`src/rtl/hrdp_pkg.sv`:
```
// ----------------------------------------------------------------------------
// hrdp_pkg
// Shared types, codes and helpers for the HID report descriptor parser.
// ----------------------------------------------------------------------------
package hrdp_pkg;

    // default sizes of the parser stores
    localparam int STACK_DEPTH_DEF = 8;
    localparam int USAGE_DEPTH_DEF = 16;
    localparam int MAX_RECORDS_DEF = 64;
    localparam int REPORT_IDS_DEF  = 256;

    // item type field of a short item header
    localparam logic [1:0] TYPE_MAIN   = 2'd0;
    localparam logic [1:0] TYPE_GLOBAL = 2'd1;
    localparam logic [1:0] TYPE_LOCAL  = 2'd2;

    // size code meaning four data bytes
    localparam logic [1:0] SIZE_CODE_FOUR = 2'd3;

    // global tags
    localparam logic [3:0] TAG_USAGE_PAGE  = 4'd0;
    localparam logic [3:0] TAG_LOGICAL_MIN = 4'd1;
    localparam logic [3:0] TAG_LOGICAL_MAX = 4'd2;
    localparam logic [3:0] TAG_REPORT_SIZE = 4'd7;
    localparam logic [3:0] TAG_REPORT_ID   = 4'd8;
    localparam logic [3:0] TAG_REPORT_CNT  = 4'd9;
    localparam logic [3:0] TAG_PUSH        = 4'd10;
    localparam logic [3:0] TAG_POP         = 4'd11;

    // local tags
    localparam logic [3:0] TAG_USAGE     = 4'd0;
    localparam logic [3:0] TAG_USAGE_MIN = 4'd1;
    localparam logic [3:0] TAG_USAGE_MAX = 4'd2;

    // main tags
    localparam logic [3:0] TAG_INPUT   = 4'd8;
    localparam logic [3:0] TAG_OUTPUT  = 4'd9;
    localparam logic [3:0] TAG_FEATURE = 4'd11;

    // report kinds
    localparam logic [1:0] KIND_INPUT   = 2'd0;
    localparam logic [1:0] KIND_OUTPUT  = 2'd1;
    localparam logic [1:0] KIND_FEATURE = 2'd2;

    typedef enum logic [3:0] {
        S_IDLE,
        S_EXEC,
        S_FILL,
        S_READ,
        S_MUL,
        S_SUM,
        S_EMIT,
        S_WRITE,
        S_CLEAR
    } state_t;

    // commands from controller to datapath
    typedef struct packed {
        logic       take_byte;
        logic       exec_item;
        logic       fill;
        logic [1:0] fill_kind;
        logic       set_used;
        logic       mem_read;
        logic       load_total;
        logic       sum_total;
        logic       emit;
        logic       write_back;
        logic       clear_all;
    } cmd_t;

    // status from datapath to controller
    typedef struct packed {
        logic completes;
        logic io_main;
        logic used;
        logic has_records;
        logic last_record;
        logic out_free;
    } sts_t;

    // saturate a 32-bit value to 16 bits
    function automatic logic [15:0] sat16(input logic [31:0] v);
        return (v[31:16] != 16'd0) ? 16'hFFFF : v[15:0];
    endfunction

    // sign extend by data length
    function automatic logic [31:0] sext(input logic [31:0] v, input logic [2:0] len);
        logic [31:0] r;
        r = v;
        if (len == 3'd1)
        begin
            r = {{24{v[7]}}, v[7:0]};
        end
        else if (len == 3'd2)
        begin
            r = {{16{v[15]}}, v[15:0]};
        end
        return r;
    endfunction

endpackage

```
`src/rtl/hrdp_ctrl.sv`:
```
// ----------------------------------------------------------------------------
// hrdp_ctrl
// Sequencer of the parser: byte intake, item execution, layout memory
// access and record emission.
// ----------------------------------------------------------------------------
module hrdp_ctrl import hrdp_pkg::*;
(
    input  logic clk,
    input  logic rst_n,
    input  logic descriptor_valid,
    input  logic final_byte,
    input  sts_t sts,
    output cmd_t cmd,
    output logic descriptor_stall
);

    state_t     state_reg, state_next;
    logic       final_reg, final_next;
    logic [1:0] fill_reg, fill_next;

    // state register
    always_ff @(posedge clk or negedge rst_n)
    begin
        if (!rst_n)
        begin
            state_reg <= S_IDLE;
            final_reg <= 1'b0;
            fill_reg  <= KIND_INPUT;
        end
        else
        begin
            state_reg <= state_next;
            final_reg <= final_next;
            fill_reg  <= fill_next;
        end
    end

    // next state and commands
    always_comb
    begin
        state_next    = state_reg;
        final_next    = final_reg;
        fill_next     = fill_reg;
        cmd           = '0;
        cmd.fill_kind = fill_reg;
        case (state_reg)
            S_IDLE:
            begin
                if (descriptor_valid)
                begin
                    cmd.take_byte = 1'b1;
                    final_next    = final_byte;
                    if (sts.completes)
                    begin
                        state_next = S_EXEC;
                    end
                    else if (final_byte)
                    begin
                        state_next = S_CLEAR;
                    end
                end
            end
            S_EXEC:
            begin
                if (sts.io_main)
                begin
                    fill_next  = KIND_INPUT;
                    state_next = sts.used ? S_READ : S_FILL;
                end
                else
                begin
                    cmd.exec_item = 1'b1;
                    state_next    = final_reg ? S_CLEAR : S_IDLE;
                end
            end
            S_FILL:
            begin
                cmd.fill  = 1'b1;
                fill_next = fill_reg + 2'd1;
                if (fill_reg == KIND_FEATURE)
                begin
                    cmd.set_used = 1'b1;
                    state_next   = S_READ;
                end
            end
            S_READ:
            begin
                cmd.mem_read = 1'b1;
                state_next   = S_MUL;
            end
            S_MUL:
            begin
                cmd.load_total = 1'b1;
                state_next     = S_SUM;
            end
            S_SUM:
            begin
                cmd.sum_total = 1'b1;
                state_next    = S_EMIT;
            end
            S_EMIT:
            begin
                if (!sts.has_records)
                begin
                    state_next = S_WRITE;
                end
                else if (sts.out_free)
                begin
                    cmd.emit = 1'b1;
                    if (sts.last_record)
                    begin
                        state_next = S_WRITE;
                    end
                end
            end
            S_WRITE:
            begin
                cmd.write_back = 1'b1;
                state_next     = final_reg ? S_CLEAR : S_IDLE;
            end
            S_CLEAR:
            begin
                cmd.clear_all = 1'b1;
                final_next    = 1'b0;
                state_next    = S_IDLE;
            end
            default:
            begin
                state_next = S_IDLE;
            end
        endcase
    end

    assign descriptor_stall = (state_reg != S_IDLE);

endmodule

```
`config.mk`:
```
export PLATFORM = sky130hd
export DESIGN_NAME = hrdp_ctrl
export DESIGN_NICKNAME = d
export VERILOG_FILES = /design/src/rtl/hrdp_pkg.sv /design/src/rtl/hrdp_ctrl.sv
export SDC_FILE = /design/constraint.sdc
export NUM_CORES = 1
export LEC_CHECK = 0
export ABC_AREA = 0
export BUFFER_PORTS_ARGS = -buffer_cell sky130_fd_sc_hd__buf_2
export CELL_PAD_IN_SITES_DETAIL_PLACEMENT = 2
export CELL_PAD_IN_SITES_GLOBAL_PLACEMENT = 2
export CORE_MARGIN = 4
export CORE_UTILIZATION = 24
export CTS_CLUSTER_DIAMETER = 30
export DETAILED_ROUTE_END_ITERATION = 16
export MAX_ROUTING_LAYER = met4
export PLACE_DENSITY_LB_ADDON = 0.1
export SLEW_MARGIN = 20
export SYNTH_ARGS = -nofsm -noshare
export SYNTH_HDL_FRONTEND = slang
export SYNTH_SLANG_ARGS = --single-unit
```
`constraint.sdc`:
```
create_clock -name clk -period 1.75 [get_ports clk]
set_input_delay 0.2625 -clock clk [delete_from_list [all_inputs] [get_ports clk]]
set_output_delay 0.2625 -clock clk [all_outputs]
set_load 0.05 [all_outputs]
```
# After elaboration in Yosys (flattened, before gate mapping)
# Cells that the tools add are included.
dict set report totals {
  register_bits 7
  inputBits 10
  output_inout_bits 13
  word_cells 56
}
dict set report op_classes {
  n_addsub 1
  n_eq_ne 15
  mux 30
  n_reduce_logical 7
}
# op n
set op_table {}
lappend op_table {{4-bit two-way mux} 9}
lappend op_table {{4-bit one-hot mux with 8 select lines} 1}
lappend op_table {{1-bit two-way mux} 17}
lappend op_table {{4-bit by 3-bit == test with 1-bit output (second input constant)} 4}
lappend op_table {{3-bit inequality test (second input constant)} 3}
lappend op_table {{4-bit by 2-bit == test with 1-bit output (second input constant)} 2}
lappend op_table {{2-bit inequality test (second input constant)} 3}
lappend op_table {{5-bit AND reduction} 1}
lappend op_table {{4-bit by 1-bit == test with 1-bit output (second input constant)} 1}
lappend op_table {{4-bit == test (second input constant)} 1}
lappend op_table {{4-bit logical NOT} 1}
lappend op_table {{2-bit one-hot mux with 2 select lines} 1}
lappend op_table {{2-bit AND reduction} 2}
lappend op_table {{2-bit nonzero test} 2}
lappend op_table {{4-bit nonzero test} 1}
lappend op_table {{2-bit by 1-bit adder with 2-bit output (second input constant)} 1}
lappend op_table {{2-bit == test (second input constant)} 1}
lappend op_table {{2-bit two-way mux} 1}
lappend op_table {{1-bit one-hot mux with 2 select lines} 1}

# Longest topological paths before layout
# Gate-level depths: netlist (run 1).
dict set report logic_depth {
  ltp_word 4
  ltp_mapped 5
  mapped_depth_nobuf 5
}

# Worst setup path before layout (run 1)
# OpenSTA, ideal clock, no wires.
dict set report synth_timing {
  kind {reg2out}
  startpoint {register state_reg[1]}
  endpoint {output port cmd[10] (netlist name)}
  arrival_time_ps 2134
  t_required_ps 1487
  slack_ps -646
  stages_incl_launch_ff 4
  path_buffers 1
  path_cell_list {dfrtp_1 > buf_6 > nand2b_1 > nor4_1}
}
# element line
set synth_rtl {}
lappend synth_rtl {{start: declaration} hrdp_ctrl.sv:17} ;# state_t state_reg, state_next;
lappend synth_rtl {{start signal: assignment} hrdp_ctrl.sv:32} ;# state_reg <= state_next;
lappend synth_rtl {{end: declaration} hrdp_ctrl.sv:13} ;# output cmd_t cmd,

==> summary by stage, run 1 <==
Status
The run finished with clean final reports.

Timing
Subtracting the final worst setup slack from the clock period gives 1730 ps. The smallest hold slack is about 270 ps. The worst setup skew after layout is 7.84 ps. Setup repair after global routing could not meet its margin everywhere. The final-report max-slew violation count was 0. For the pin with the worst max-slew slack, the measured transition is 430 ps. In the finished design, the share of the clock period the worst path needs comes to 0.986. The final number of hold-violating endpoints is 0.

The headroom to the max-slew limit is 0.711. The highest clock frequency the design can meet is 0.580 GHz. Setup violations remaining at the end of the flow were counted as 0.

GRT
The global-route wire length before repair is between 3000 and 4000 µm. Across every metal layer, demand over resource in global routing totals 0.179. The number of antenna violations at the first check in global routing came to 0. The maximum number of pins on one net before global-route repair is 10.

The number of global-route vias before repair is 686. The total congestion overflow is 0.

Critical path
The length in cells of the worst reg-to-reg path is 5. In this design, the largest share of critical-path delay is due to simple AND/OR/NAND/NOR gates. The instance count on the critical path is 4.

The type of origin of the critical path is a flip-flop. The endpoint of the most critical register-to-register path is state_reg[0]. Walking the worst path, the cells encountered are buf_4 > or3_4 > nor2_4 > buf_6. The peak fanout along the critical path is 4.

The required time of the critical path is 1490 ps. The critical path is of the reg2out type. The data arrival time at the worst-slack endpoint is 1460 ps. STA classifies the critical path endpoint as an output port.

The launch instance of the worst register-to-register path is fill_reg[0]. The number of buffers and inverters on the critical path is 2. The highest-delay cell along the critical path is or3_4. The reg2reg setup slack is about 140 ps. In this run the worst setup path begins at state_reg[1]. The delay of the slowest cell on the worst path is around 410 ps. The critical path capture point is cmd[0].

Pwr
The total chip power is 1.82 mW. The fraction of power spent switching nets is 0.550. The portion of total power attributed to the clock network is 0.086. The register share of total power is 0.175. The net switching component of the power is 0.999 mW. The maximum ir drop on the vdd rail is 0.000775 V. The internal portion of the total power is between 0.8 and 0.9 mW. Summed over all cells, the static leakage comes to 0.401 nW.

Dividing total power by cell area gives a power density of 2060 mW/mm². Of the total power, combinational logic draws 0.739.

Routing
The via count is 623. The mean number of vias per cell is around 5. The number of optimization iterations in the first detailed-route pass is 4. After detailed routing, the average wire length per cell comes to roughly 18 µm. The post-detailed-routing wire length is 2190 µm. The number of DRC markers in iteration 0 is 7. The count of antenna-violating nets left after detailed routing is 0. The DRC violation count after routing is 0.

CTS
The cell chosen for the clock root is clkbuf_4. The clock net in this run drives a total of 7 sinks. The clock reaches the later pin of the worst-skew pair after 270 ps. Counting the buffers created by CTS gives 3.

The H-tree depth reported by CTS is 1. After clock tree synthesis, the clock-pin slew on the worst setup and hold paths is roughly 60 ps. TritonCTS built the clock tree. In this run the deepest clock path goes through 2 buffers.

Synthesis
The cell type with the largest total area after synthesis is dfrtp_1. The yosys synthesis warning count is 0. The part of the Yosys area used for sequential elements is 0.331. A synthesized cell averages 8.40 µm². The post-synthesis cell area is 529 µm². The count of cell types in the netlist is 30. Counting every instance in the synthesized netlist gives 63.

By area the synthesized netlist is led by dfrtp_1 (33%), a211oi_1 (5.7%), nor2_1 (5.7%), nor3_1 (4.7%), nand2b_1 (3.5%). After synthesis the netlist holds a flip-flop and latch count of 7. The number of nets handed over by synthesis was 74.

Of the post-synthesis cell area, the dominant cell type holds 0.331.

Floorplan
For this configuration, the core starts out at a cell density of 0.262. The floorplan step defined a die boundary enclosing ~0.0030 mm². The horizontal die dimension is 55.0 µm.

After floorplanning, the core was divided into 16 placement rows. The y dimension of the die is 55.0 µm. After floorplanning, the core was sized to cover about 0.0020 mm². The number of top-level pins is 23.

Placement
The last weighted congestion value of the routability-driven placer is between 0.7 and 0.8. The post-DP HPWL is 1610 µm. In this run the tool buffered the top-level ports with 22 buffer cells.

Cells and area
Once layout is complete, the utilization of the core stands at 0.436. The commonest non-fill, non-tap cell in the layout is buf_4. In the layout the commonest cells are buf_4 (15), buf_2 (13), nor2_1 (5), clkbuf_4 (5), dfrtp_1 (5).

Of the cells placed in the final design, the portion with a size suffix greater than 1 is 0.561. The number of fillers in the final layout is 236. The number of inserted diodes is 0.

The register with the most flip-flops in the layout has 4 of them. The area growth from synthesis to layout is 66.7%. The final net count is 110.

Min path
The worst hold-check path type is in2reg.

Run
Max-cap violations in this run came to 0.
## power by group through the flow
stage	clock network, mW	registers, mW	logic, mW
2_1_floorplan	0	0.344	0.785
3_3_place_gp	0	0.316	1.13
3_5_place_dp	0	0.324	1.17
4_1_cts	0.158	0.322	1.22
5_1_grt	0.175	0.329	1.45
6_report	0.156	0.317	1.34
## cell families (layout without fill, tap and decap cells)
kind of cell | count (synthesis) | in the layout | share of synthesized area
xor+xnor | 1 | 1 | 0.0166
fa+ha+maj | 1 | 1 | 0.0236
simple gates | 32 | 32 | 0.345
mux | 1 | 1 | 0.0213
buf+inv | 8 | 43 | 0.0780
compound gates | 13 | 13 | 0.184
flops | 7 | 7 | 0.331
## Yosys cell counts
master     instances
nor3_2             1
nor2_1             8
nand4_1            1
or3_4              1
buf_2              3
a211oi_1           4
o31ai_2            1
nand2_1            3
inv_1              4
o2111ai_1          1
or3_1              1
nor2b_1            1
nor4_1             2
a2111oi_1          1
nand2b_1           3
mux2_1             1
o31ai_1            1
nor3_1             5
ha_1               1
buf_6              1
o21ai_2            1
nand4bb_1          1
and3_1             1
dfrtp_1            7
and2_1             2
nor2_2             1
nand4b_1           1
a21oi_1            3
xor2_1             1
o21ai_1            1
## worst min-delay path by stage
stage / cells after the start / end / from / slack, ps
5_1_grt: 3 / final_reg / final_byte / 290
3_5_place_dp: 1 / state_reg[1] / rst_n / 110
6_report: 3 / final_reg / final_byte / 270
2_1_floorplan: 0 / fill_reg[0] / rst_n / -30
3_3_place_gp: 1 / state_reg[1] / rst_n / 110
4_1_cts: 3 / final_reg / final_byte / 270
## area by class of cell
type                    instances  area, µm²  area share
clock buffers                   3       22.5      0.0255
well taps                      27       33.8      0.0383
multi-input cells              48        380       0.431
clock inverters                 1       5.00     0.00567
repair buffers                 35        248       0.281
flip-flops and latches          7        178       0.201
inverters                       4       15.0      0.0170
## worst register-to-register path, delay by kind of cell (launching register included)
kind,cells,cell delay (ps)
AO/OA/AOI/OAI,2,500
flip-flops,1,400
multiplexers,1,310
adder cells (fa/ha/maj),1,210
buffers and inverters,1,70
## metrics by stage
step	setup WS, ps	cells	cell area [µm²]	TNS [ps]
final	24.4	125	882	0
after global routing	-21.3	125	882	-45.0
after CTS	3.07	123	812	0
after detailed placement	221	118	756	0
after global placement	259	118	756	0
after floorplan	-63.0	63	563	-96.2
## timing repair
action | in CTS | in global routing
setup endpoints to repair | 6 | 10
hold buffers | 1 | 0
hold endpoints to repair | 7 | 0
pin swaps | 1 | 3
gates resized for setup | 7 | 15
buffers inserted | 0 | 2
## per-layer routing
layer  track usage  up-vias  share of wire
met1         0.204      305           0.41
met4        0.0729        0          0.024
met3        0.0322        4          0.031
li1              -      299              -
met5             -        -              0
met2         0.307       15           0.53
(Power assumes the default switching activity.)
==> inputs of run 2 (changes only) <==
REMOVE_ABC_BUFFERS = 1   (was default)
==> run 2 against run 1 <==
Net effect:
- clock power hardly changed
- clock-buffer cell count is 1 higher
- power is 6.3% lower
- sequential share of layout area is 1.6 points higher
- critical endpoint is now cmd[10]
- highest routed layer unchanged
==> summary by stage, run 2 (synthesis gave the netlist of run 1 again) <==
Status
The run finished with clean final reports.

CTS
The count of clock tree sinks is 7. The clock passes through at most 2 buffers. TritonCTS built the clock tree. The cell chosen for the clock root is clkbuf_4.

After clock tree synthesis, the clock-pin slew on the worst setup and hold paths is 60 ps. The H-tree depth reported by CTS is 1. The later pin in the worst-skew pair is clocked with a latency of 260 ps.

The total CTS buffers is 3.

Placement
The count of buffers added on input and output ports is 22. The post-place setup slack is 153 ps. At the end of routability-driven placement, the weighted congestion stood at 0.753. Summed over all nets, the half-perimeter wirelength after detailed placement is 1390 µm.

Critical path
The nature of the critical path endpoint is an output port. The largest single stage delay on the critical path is 440 ps. The most frequent cell on the critical path is buf_4.

The critical path capture point is cmd[10]. The most critical setup path has its startpoint at state_reg[1]. The largest individual stage delay along the critical path comes from the cell dfrtp_2.

The worst register-to-register path ends at state_reg[0]. The length in cells of the worst reg-to-reg path is 5. Walking the worst path, the cells encountered are buf_4 > nand2b_1 > nor4_2 > buf_4. The data arrival time at the worst-slack endpoint is 1440 ps. The worst setup path is of the reg2out kind.

The required time of the critical path is 1490 ps. The type of origin of the critical path is a flip-flop. The reg2reg setup slack is 160 ps. Along the worst path, the maximum fanout reaches 6.

The startpoint identified for the worst register-to-register timing path is fill_reg[0].

Timing
The final-report max-slew violation count was 0. Static timing analysis puts the maximum clock frequency at 0.587 GHz. Dividing the final minimum period by the clock period gives 0.974.

The final-report setup violation count is 0. At the pin with the least slew margin, the transition time is 526 ps. The final number of hold-violating endpoints is 0.

The smallest hold slack is 281 ps. The post-route minimum period is approximately 1700 ps. Headroom to the max-slew limit came out at 0.649. The final worst setup slack is 45.4 ps. Setup repair after global routing could not meet its margin everywhere. The worst setup skew after layout is 2.70 ps.

Run
Across the run, the number of max-cap violations was 0.

Floorplan
The floorplan has 16 rows. The floorplan step defined a die boundary enclosing 0.00302 mm². The core outline area is 0.00202 mm². The die is 55.0 µm tall. In this run the count of I/O pins placed on the die edge is 23. For this configuration, the core starts out at a cell density of 0.262. The horizontal die dimension is 55.0 µm.

Cells and area
The number of inserted diodes is 0. In the final design database the tool counted 108 nets. The proportion of layout cells with a drive suffix above 1 is 0.510. Relative to the synthesized area, the layout overhead comes to 56.7%. Leaving out fill and tap cells, the most frequent cell in the layout is buf_2. The register with the most flip-flops in the layout has 4 of them. In the layout the commonest cells are buf_2 (15), buf_4 (13), nor2_1 (7).

GRT
Global routing finished with a remaining overflow of 0. Entering global routing, the biggest net connects 11 pins. The number of global-route vias before repair was 612. The first global-routing pass estimated 2820 µm of wire. In the global route stage, overall resource usage came out at 0.144. The number of antenna violations at the first check in global routing was 0.

Routing
In this run, the number of DRC markers left after iteration 0 of detailed routing was 0. The via count is 615. Using the TritonRoute via totals, the vias-per-cell ratio works out to 5.00.

For this run, the detailed router's first-pass iteration total came to 1. The post-detailed-routing wire length is 2030 µm. The DRC violation count after routing is 0. The routed wire length per instance is 16.5 µm. The detail route stage leaves a number of antenna-violating nets equal to 0.

Pwr
The worst-case IR drop observed on VDD is approximately 0.00068 V. The power density over the cells is slightly above 2000 mW/mm². The static power due to leakage is 0.378 nW.

Min path
In this run the worst hold path is classified as in2reg.
[run 2: what timing repair did]
| item | 4_1_cts | 5_1_grt |
|---|---|---|
| buffers inserted | 0 | 5 |
| setup endpoints to repair | 6 | 9 |
| pin swaps | 0 | 1 |
| resized for setup | 10 | 12 |
| hold buffers | 1 | 0 |
| hold endpoints to repair | 7 | 0 |
[run 2: layer usage]
metal / vias up / GRT usage / wire (µm)
met2: 18 / 0.220 / 1020
met5: - / - / 0
met3: 4 / 0.0241 / 50
met4: 0 / 0.109 / 44
li1: 294 / - / -
met1: 299 / 0.167 / 915
[run 2: cell type report]
class | count | area [µm²]
clock buffer | 4 | 26.3
inverter | 4 | 15.0
multi-input combinational | 48 | 354
tap | 27 | 33.8
timing repair buffer | 33 | 220
fill | 234 | 1190
sequential | 7 | 180
[run 2: power breakdown]
group	total [mW]	switching, mW	internal [mW]
clock network	0.159	0.0713	0.0878
registers	0.373	0.133	0.240
logic	1.17	0.731	0.438
total	1.70	0.935	0.766
[run 2: worst min-delay path by stage]
stage                      from          end  slack, ps  cells past startpoint
6_report             final_byte    final_reg        280                      3
5_1_grt        descriptor_valid    final_reg        270                      3
4_1_cts              final_byte    final_reg        260                      3
3_5_place_dp              rst_n    final_reg        110                      1
3_3_place_gp              rst_n    final_reg        110                      1
2_1_floorplan             rst_n  fill_reg[0]        -30                      0
[run 2: worst max-delay path, delay by kind of cell, from the launching register on]
family / cells / cell delay [ps]
flops: 1 / 440
simple gates: 2 / 330
buf+inv: 2 / 410
[run 2: through the flow]
stage	cells	utilization	total power, mW	setup TNS [ps]	cell area, µm²
after floorplan	59	-	1.03	-2380	503
after global placement	113	0.338	1.33	0	684
after detailed placement	113	0.338	1.34	0	684
after CTS	118	0.369	1.55	-25.2	746
after global routing	123	0.410	1.83	-177	830
final	123	0.410	1.70	0	830
==> inputs of run 3 (changes only) <==
BUFFER_PORTS_ARGS = -buffer_cell sky130_fd_sc_hd__buf_4   (was -buffer_cell sky130_fd_sc_hd__buf_2)
==> run 3 against run 2 <==
Net effect:
- largest power group unchanged
- global-route usage increased by 0.87 points
- register-to-register slack worse by 40 ps
- non-clock buffer count increased by 2
- die area unchanged
- fmax shrank 2.7%
- the flow now finishes with violations (negative setup slack)
- setup slack worse by 47 ps
- clock skew fell by 2.2 ps
- sequential share of layout area down 2.0 points
- hold slack worse by 5.4 ps
- utilization is 3.6 points higher
- wire length is 7.6% higher
==> summary by stage, run 3 (synthesis gave the netlist of run 1 again) <==
Status
The run finished, with violations left. The final reports fail on negative setup slack.

Critical path
The peak fanout along the critical path is 8. The delay of the slowest cell on the worst path is 420 ps. The worst setup path is of the reg2out kind. The nature of the critical path endpoint is an output port. The most frequent cell on the critical path is buf_6. For the worst setup path, the data required time is 1490 ps. The type of origin of the critical path is a flip-flop. The data arrival time at the worst-slack endpoint is between 1000 and 1500 ps. The highest-delay cell along the critical path is dfrtp_1. Traced cell by cell, the critical path runs through buf_6 > or3_4 > nor2_4 > buf_6.

Floorplan
The number of top-level pins is 23. Row generation in the floorplan step produced 16 rows. The floorplan step set the die height to 55.0 µm. The initial utilization of the core area, before any placement, comes to 0.262. The core outline area is 0.00202 mm². The die is 55.0 µm wide.

The area enclosed by the die boundary is 0.00302 mm².

Routing
The DRC violation count after routing is 0. The count of antenna-violating nets left after detailed routing is 0. The final route contains ~630 vias. After detailed routing, the average wire length per cell comes to 17.5 µm. Using the TritonRoute via totals, the vias-per-cell ratio works out to 5.06. The first detailed-routing pass took 4 iterations. In this run, the number of DRC markers left after iteration 0 of detailed routing was 7. After detailed routing, the total wire length is roughly 2200 µm.

Pwr
Of the total power, registers draw 0.174. The internal power of the cells totals ~0.85 mW. Of the total power, the share spent switching nets is 0.537. The net switching component of the power is around 0.99 mW. Of the total power, the clock network draws 0.088. The maximum ir drop on the vdd rail is approximately 0.00086 V.

The total chip power is between 1.5 and 2 mW. For this design the static power due to leakage is roughly 0.41 nW. Of the total power, combinational logic draws 0.738. The power density over the cells is 2040 mW/mm².

Cells and area
The layout overhead on the synthesized area is 70.4%. The number of fillers in the final layout is roughly 230. The proportion of layout cells with a drive suffix above 1 is 0.510. The repair_antennas step left the layout with diodes totalling 0. Leaving out fill and tap cells, the most frequent cell in the layout is buf_4.

The register with the most flip-flops in the layout has 4 of them. The area taken by multi-input logic gates is 362 µm². At the end of the flow, the number of nets in the layout was 110. The sequential cells in the finished layout cover a total of 178 µm². Leaving out fill and tap cells, the most frequent cells in the layout are buf_4 (29), nor2_1 (7), nor3_1 (5), dfrtp_1 (5).

Timing
For this run, the top clock speed supported by timing is ~0.57 GHz. After layout, the minimum clock period comes to between 1500 and 2000 ps. Of the available clock period, the critical path in the final layout requires 1.00. Setup violations remaining at the end of the flow were counted as 1. Setup repair after global routing could not meet its margin everywhere. The worst setup skew after layout is ~0.54 ps.

The final number of hold-violating endpoints is 0. In this run the tightest slew margin relative to its limit is 0.577. The final-report max-slew violation count is 0.

At the pin with the least slew margin, the transition time is 633 ps. The smallest hold slack is 276 ps. Once routing completed, OpenROAD measured the worst setup slack at -2.02 ps.

GRT
The number of antenna violations at the first check in global routing is 0. Entering global routing, the biggest net connects 11 pins. The number of global-route vias before repair is slightly below 700. The global routing usage summed across all routing layers is 0.152. Global routing finished with a remaining overflow of 0. The first global-routing pass estimated 3180 µm of wire.

Placement
Once detailed placement completed, the half-perimeter wirelength came to between 1000 and 1500 µm. The last weighted congestion value of the routability-driven placer is about 0.74. Port buffering added 22 buffers.

Min path
The worst hold-check path type is in2reg.

CTS
The H-tree depth reported by CTS is 1. The clock latency at the later pin of the worst-skew pair is 260 ps. Clock-pin slew was measured on the worst setup and hold paths at 60 ps. The TritonCTS clock tree is done. The tree is rooted in a clkbuf_4. The maximum number of buffers from clock root to sink is 2. For this design, the sink count on the clock tree is 7. The total CTS buffers is 3.

Run
The tool flagged a number of max-cap violations equal to 0.
[run 3: routing by layer]
| layer | global-route usage | share of wire | vias up |
|---|---|---|---|
| met4 | 0.0729 | 0.011 | 0 |
| met2 | 0.270 | 0.54 | 19 |
| li1 | - | - | 301 |
| met1 | 0.175 | 0.42 | 309 |
| met3 | 0.00804 | 0.031 | 3 |
| met5 | - | 0 | - |
[run 3: power by group through the flow]
stage               Combinational [mW]  Sequential (mW)  Clock (mW)
floorplan                        0.617            0.417           0
global placement                  1.07            0.322           0
detailed placement                1.09            0.323           0
CTS                               1.16            0.316       0.158
global route                      1.46            0.333       0.174
finish                            1.36            0.320       0.161
[run 3: area by class of cell]
type	instances	area share
Sequential cell	7	0.197
Clock buffer	4	0.0291
Tap cell	27	0.0374
Multi-Input combinational cell	48	0.401
Timing Repair Buffer	35	0.319
Inverter	4	0.0166
[run 3: critical path: cells and delay by family, from the launching register on]
| family | cells | cell delay (ps) |
|---|---|---|
| DFF | 1 | 420 |
| buffers and inverters | 2 | 320 |
| and+or+nand+nor | 2 | 480 |
[run 3: path summary, 6_finish.rpt]
path                                    from            to  slack, ps  cells after the start
worst max-delay path            state_reg[2]        cmd[0]         -2                      4
worst min-delay path              final_byte     final_reg        280                      3
worst max register to register   fill_reg[0]  state_reg[3]        120                      5
worst min register to register     final_reg     final_reg        510                      2
max in group asynchronous              rst_n  state_reg[1]       1260                      2
min in group asynchronous              rst_n     final_reg        360                      2
[run 3: per-stage QoR]
step / setup WS, ps / util / cells / cell area [µm²] / TNS (ps)
2_1_floorplan: -757 / - / 59 / 503 / -2380
3_3_place_gp: 159 / 0.366 / 113 / 739 / 0
3_5_place_dp: 177 / 0.366 / 113 / 739 / 0
4_1_cts: 7.53 / 0.399 / 120 / 807 / 0
5_1_grt: -49.7 / 0.446 / 125 / 902 / -212
6_report: -2.02 / 0.446 / 125 / 902 / -2.02
[run 3: timing repair]
action	CTS	global route
hold endpoints to repair	7	0
hold buffers	1	0
setup buffers	2	5
pin swaps	0	2
endpoints found under the setup margin	3	6
resized for setup	5	13
